`src/rtl/core/multi_channel_byte_pipe_table_defines.svh`:
```
// assertion macros for the byte pipe table
`ifndef MULTI_CHANNEL_BYTE_PIPE_TABLE_DEFINES_SVH
`define MULTI_CHANNEL_BYTE_PIPE_TABLE_DEFINES_SVH

// property checked on every clock edge outside reset
`define MCBPT_ASSERT(label, prop, msg) \
	label: assert property (@(posedge clk) disable iff (!arst_n) prop) else $error(msg);

// condition that must never be seen outside reset
`define MCBPT_NEVER(label, cond, msg) \
	label: assert property (@(posedge clk) disable iff (!arst_n) !(cond)) else $error(msg);

`endif

```
`src/rtl/core/mcbpt_pkg.sv`:
```
// ----------------------------------------------------------------------------
// mcbpt_pkg
// shared types and constants of the byte pipe table
// ----------------------------------------------------------------------------
package mcbpt_pkg;

	localparam int SLOTS     = 8;
	localparam int SLOT_W    = $clog2(SLOTS);
	localparam int QDEPTH    = 256;
	localparam int QAW       = $clog2(QDEPTH);
	localparam int FILL_W    = QAW + 1;
	localparam int MAX_BYTES = 8;
	localparam int CNT_W     = 4;
	localparam int DATA_W    = 64;
	localparam int MEM_AW    = SLOT_W + QAW;

	typedef enum logic [2:0] {
		OP_CREATE  = 3'd0,
		OP_WRITE   = 3'd1,
		OP_READ    = 3'd2,
		OP_CLOSE_R = 3'd3,
		OP_CLOSE_W = 3'd4
	} op_t;

	typedef enum logic [2:0] {
		ST_OK         = 3'd0,
		ST_TABLE_FULL = 3'd1,
		ST_EOF        = 3'd2,
		ST_QUEUE_FULL = 3'd3,
		ST_NOT_OPEN   = 3'd4
	} status_t;

	// classified command passed from front to back
	typedef struct packed {
		logic                is_create;
		logic                is_write;
		logic                is_read;
		logic                is_close_r;
		logic                is_close_w;
		logic [SLOT_W-1:0]   slot;
		logic [CNT_W-1:0]    count;
		logic [DATA_W-1:0]   wdata;
	} cmd_t;

endpackage

```
`src/rtl/core/mcbpt_front.sv`:
```
// ----------------------------------------------------------------------------
// mcbpt_front
// accepts transactions, decodes them and holds them in a two-entry queue
// ----------------------------------------------------------------------------
`include "multi_channel_byte_pipe_table_defines.svh"

module mcbpt_front import mcbpt_pkg::*; (
	input  logic              clk,
	input  logic              arst_n,
	input  logic              start,
	output logic              busy,
	input  logic [2:0]        operation,
	input  logic [2:0]        pipe_id,
	input  logic [CNT_W-1:0]  byte_count,
	input  logic [DATA_W-1:0] write_data,
	output logic              cmd_valid,
	output cmd_t              cmd,
	input  logic              cmd_pop
);

	cmd_t       entry_q [2];
	logic       wr_ptr_q;
	logic       rd_ptr_q;
	logic [1:0] used_q;
	cmd_t       dec;
	logic       push;

	always_comb begin
		dec            = '0;
		dec.is_create  = (operation == OP_CREATE);
		dec.is_write   = (operation == OP_WRITE);
		dec.is_read    = (operation == OP_READ);
		dec.is_close_r = (operation == OP_CLOSE_R);
		dec.is_close_w = (operation == OP_CLOSE_W);
		dec.slot       = SLOT_W'(pipe_id);
		dec.count      = (byte_count > CNT_W'(MAX_BYTES)) ? CNT_W'(MAX_BYTES) : byte_count;
		dec.wdata      = write_data;
	end

	assign busy      = (used_q == 2'd2);
	assign push      = start && !busy;
	assign cmd_valid = (used_q != 2'd0);
	assign cmd       = entry_q[rd_ptr_q];

	always_ff @(posedge clk) begin
		if (push) begin
			entry_q[wr_ptr_q] <= dec;
		end
	end

	always_ff @(posedge clk or negedge arst_n) begin
		if (!arst_n) begin
			wr_ptr_q <= 1'b0;
			rd_ptr_q <= 1'b0;
			used_q   <= 2'd0;
		end else begin
			if (push) begin
				wr_ptr_q <= ~wr_ptr_q;
			end
			if (cmd_pop) begin
				rd_ptr_q <= ~rd_ptr_q;
			end
			used_q <= used_q + {1'b0, push} - {1'b0, cmd_pop};
		end
	end

	`MCBPT_NEVER(a_pop_empty, cmd_pop && !cmd_valid, "pop from empty command queue")
	`MCBPT_NEVER(a_used_range, used_q == 2'd3, "command queue count out of range")
	`MCBPT_ASSERT(a_fill_busy, (used_q == 2'd1) && push && !cmd_pop |=> busy, "queue full not flagged")

endmodule

```
`config.mk`:
```
export PLATFORM = sky130hd
export DESIGN_NAME = mcbpt_front
export DESIGN_NICKNAME = d
export VERILOG_FILES = /design/src/rtl/core/mcbpt_pkg.sv /design/src/rtl/core/mcbpt_front.sv
export VERILOG_INCLUDE_DIRS = /design/src /design/src/rtl/core
export SDC_FILE = /design/constraint.sdc
export NUM_CORES = 1
export LEC_CHECK = 0
export ABC_AREA = 0
export ABC_CLOCK_PERIOD_IN_PS = 4800
export BUFFER_PORTS_ARGS = -buffer_cell sky130_fd_sc_hd__buf_4
export CELL_PAD_IN_SITES_DETAIL_PLACEMENT = 0
export CELL_PAD_IN_SITES_GLOBAL_PLACEMENT = 2
export CORE_UTILIZATION = 38
export CTS_CLUSTER_SIZE = 14
export DETAILED_ROUTE_END_ITERATION = 6
export PLACE_DENSITY = 0.81
export SLEW_MARGIN = 20
export SYNTH_ARGS = -nofsm -noshare
export SYNTH_HDL_FRONTEND = slang
export SYNTH_SLANG_ARGS = --single-unit
export TNS_END_PERCENT = 50
```
`constraint.sdc`:
```
create_clock -name clk -period 4.8 [get_ports clk]
set_input_delay 0.72 -clock clk [delete_from_list [all_inputs] [get_ports clk]]
set_output_delay 0.72 -clock clk [all_outputs]
set_load 0.005 [all_outputs]
```
== Word-level counts from Yosys, hierarchy flattened ==
Memories as Yosys holds them, arrays and structs flattened.
Index checks and enable logic that the tools add are counted.
Storage, ports and cells
  register bits after elaboration: 4
  memory bits (writable): 152
  logic and storage cells: 21
  memories: 1
Memories
  entry_q: depth 2, bits a word 76, rd ports 1, clocked after Yosys merged registers in 0, write ports 1, line mcbpt_front.sv:21  | cmd_t entry_q [2];
Operators by class
  add/subtract/negate cells: 2
  magnitude comparators: 1
  equality and inequality tests: 5
  muxes and demuxes: 3
  bitwise logic cells: 2
  reduce and logical (&&, ||, !) cells: 4
Operators with widths (count)
  == test 3 x 2 -> 1 bit (second input constant): 2
  greater-than comparator 4 bit (second input constant): 1
  two-way mux 4 bit: 1
  == test 3 x 1 -> 1 bit (second input constant): 1
  == test 3 bit (second input constant): 1
  logical NOT 3 bit: 1
  adder 2 x 1 -> 2 bit: 1
  == test 2 bit (second input constant): 1
  two-way mux 1 bit: 2
  inverter 1 bit: 2
  nonzero test 2 bit: 1
  subtractor 2 x 1 -> 2 bit: 1
  logical AND 1 bit: 1
  logical NOT 1 bit: 1

== Longest topological paths before layout ==
  depth after elaboration: 5
  gate-level depth with buffers: 7
  mapped depth without buffers: 7

== Worst setup path after synthesis ==
No wires, ideal clock.
  path type: input-to-reg
  start point: input port start
  end point: memory entry_q[0][0] in the netlist's numbering, enable pin
  library setup time: 0.511 ns
  arrival time: 3.985 ns
  required time: 4.289 ns
  path slack: 0.304 ns
  cell stages on the path: 2
  path buffers: 0
  path through: nand2_1 nor2_1
On the way
  longest elaborated chain between the ends: 3
RTL lines
  start: declaration: line mcbpt_front.sv:10  | input logic start,
  logical AND 1 bit: line mcbpt_front.sv:41  | assign push = start && !busy;
  two-way mux 1 bit: line mcbpt_front.sv:46  | if (push) begin
  two-way mux 1 bit (implied by the code): line mcbpt_front.sv:47  | entry_q[wr_ptr_q] <= dec;
  end: declaration: line mcbpt_front.sv:21
Every way passes these cells.

==> results by group <==
Clocking
  • Hold-fix buffers at CTS: 0
  • Reg clk slew, reported paths: 0.06 ns
  • Longest Clk Path Bufs: 2
  • H-tree depth: 4
  • Clk Tree Root Cell: clkbuf_16
  • TritonCTS Buffers: 17
  • Worst-skew pair later-pin latency: 0.41 ns
  • Post-CTS Setup Bufs: 0
  • CTS tree: done
  • CTS sink cnt: 156
  • # resized after CTS: 0

Synth
  • Post-synth net total: 343
  • Flops & latches, synth: 156
  • Synth top area cells: edfxtp_1, mux2_2, mux2_4, dfrtp_1, buf_8
  • Synthesized area per cell: 22.3 um^2
  • Post-synth top area cell: edfxtp_1
  • Mapped Area: 0.00587 mm^2
  • Sequential area share after synthesis: 79.4%
  • Yosys cell types: 21
  • Yosys Warn Count: 0
  • Share of the synthesized area in the top cell type: 77.7%
  • Cell count after synthesis: 263

Power and ir drop
  • Clk pwr share: 27.4%
  • Overall Power: 4.67 mW
  • Combinational power share: 29.6%
  • Pwr/cell area: 594 mW/mm^2
  • Seq pwr share: 43.0%
  • Switch Pwr: 1.16 mW
  • Pint: 3.51 mW
  • P_leak: 3.02 nW
  • VDD IR max: 0.298 mV
  • Sw Ratio: 24.9%

Place
  • HPWL Detailed: 6.72 mm
  • IO Port Bufs: 155
  • Post-placement cell area: 0.00724 mm^2
  • Post-Place Cells: 599
  • Pre-CTS WS: 2.15 ns
  • Placer Congestion: 0.679

Routing
  • Starting DRT DRC Count: 118
  • Met2 Wirelength: 5.18 mm
  • Max Used Layer: met4
  • Met3 routed WL: 689 um
  • Routed WL per cell: 16.4 um
  • Drt first pass iters: 5
  • DRT met1 WL: 4.29 mm
  • Vias/cell: 4.67
  • Routed wire length: 10.3 mm
  • DRC viols: 0
  • Vias: 2944
  • Antenna Nets Post-Route: 0

Critical path
  • CP endpoint kind: output port
  • Setup crit start: rd_ptr_q$_DFFE_PN0P_
  • Reg-to-Reg End: entry_q[0][70]$_DFFE_PP_
  • R2r startpoint: used_q[1]$_DFF_PN0_
  • Critical Path Fanout Max: 41
  • Critical Path Start Type: flop
  • WS Path Type: reg2out
  • R2R setup slack: 2.69 ns
  • Critical Path RT: 4.08 ns
  • Arrival @ worst endpoint: 2.07 ns
  • Worst R2R Path Depth: 5

Worst hold path
  • HP Class: in2async

Cells and area
  • Fraction of layout cells with a size suffix above 1: 59.7%
  • Nets: 512
  • Finished Core Util: 51.9%
  • P&R area growth vs syn: 33.7%
  • Diodes inserted: 0
  • Final Instance Area: 0.00786 mm^2
  • Finished Layout Cells: 630

STA
  • Setup TNS Final: 0 ns
  • Final Cycle Share: 58.1%
  • Final setup violation count: 0
  • RSZ-0062 raised after global routing: false
  • Slew headroom: 59.9%
  • Worst-Margin Slew: 0.600 ns
  • Max Clk Rate: 359 MHz
  • Final hold vios: 0
  • Fin crit period: 2.79 ns
  • Max Slew Vio Count: 0
  • Worst Setup Slack, final: 2.01 ns
  • Final clock skew: 0.00715 ns
  • Final hold slack: 0.0917 ns

Global route
  • Remaining Overflow, GRT: 0
  • Vias in the first global route: 3127
  • First-pass GRT wire length: 16.0 mm
  • Total GRT Usage: 13.6%
  • Initial antenna violation count: 0
  • Largest net degree at the start of global routing: 77

Floorplan
  • # rows: 45
  • Die height: 126 um
  • Initial Util: 38.8%
  • IO Pins: 156
  • Die area: 0.0160 mm^2
  • Die width: 126 um
  • CORE AREA: 0.0151 mm^2

Job
  • Max-cap violations: 0

Status
  • Run status: complete, no violations
==> kinds of logic after synthesis <==
family	share of synthesized area, %
XOR/XNOR	0.597
adder cells (fa/ha/maj)	0.426
buffers and inverters	1.68
flip-flops	79.4
multiplexers	16.5
AND/OR/NAND/NOR	1.38
==> layout by cell type (no fill, tap or decap), types with 2 or more instances in the layout <==
| cell | synthesis | layout |
|---|---|---|
| dfrtp_1 | 4 | 3 |
| nor3b_1 | 3 | 3 |
| nor2b_1 | 3 | 3 |
| buf_16 | 0 | 3 |
| mux2_4 | 30 | 30 |
| clkinv_2 | 0 | 2 |
| xnor2_1 | 3 | 3 |
| ha_1 | 2 | 2 |
| bufinv_16 | 0 | 3 |
| mux2_2 | 46 | 46 |
| clkbuf_16 | 0 | 17 |
| clkbuf_1 | 1 | 3 |
| clkinv_1 | 0 | 2 |
| edfxtp_1 | 152 | 152 |
| inv_1 | 2 | 2 |
| buf_4 | 0 | 157 |
==> how the worst max path moves through the flow <==
stage,end,slack (ns)
6_report,cmd[2],2.01
5_1_grt,cmd[2],1.87
4_1_cts,cmd[2],1.91
2_1_floorplan,entry_q[0][0]$_DFFE_PP_,0.30
3_3_place_gp,entry_q[0][58]$_DFFE_PP_,2.18
3_5_place_dp,entry_q[0][58]$_DFFE_PP_,2.15
==> critical path: stages, from the launching register on <==
cell	delay, ns
dfrtp_4	0.78
buf_16	0.31
mux2_2	0.38
buf_4	0.14
==> layer usage <==
layer,global-route usage (%),vias up
met5,0,-
met4,5.32,0
met3,5.40,14
met2,21.8,112
met1,16.7,1447
li1,-,1371
==> registers in the layout, summed over array words and instances, names as in the netlist <==
signal / count
wr_ptr_q: 1
entry_q: 152
rd_ptr_q: 1
used_q: 2
==> final cells by class <==
class,count,area [um^2]
Multi-Input combinational cell,95,1120
Inverter,2,7.51
Fill cell,1237,7290
Timing Repair Buffer,160,1260
Clock buffer,20,437
Tap cell,188,235
Sequential cell,156,4670
Clock inverter,9,124
==> synthesized netlist by cell type <==
library cell and instances:
and3_1 1, and3b_1 1, buf_2 4, buf_6 2, buf_8 3, clkbuf_1 1, dfrtp_1 4, edfxtp_1 152
ha_1 2, inv_1 2, mux2_2 46, mux2_4 30, nand2_1 1, nand2b_1 1, nor2_1 1, nor2b_1 3
nor3_1 1, nor3b_1 3, or2_2 1, xnor2_1 3, xor2_1 1
==> power by group through the flow <==
stage          registers [mW]  clock network [mW]  logic [mW]
6_report                 2.01                1.28        1.38
5_1_grt                  2.04                1.37        1.49
4_1_cts                  2.03                1.31        1.38
3_5_place_dp             2.05                   0        1.37
3_3_place_gp             2.11                   0        1.27
2_1_floorplan            1.97                   0       0.821
Power figures use the tool's default switching activity.
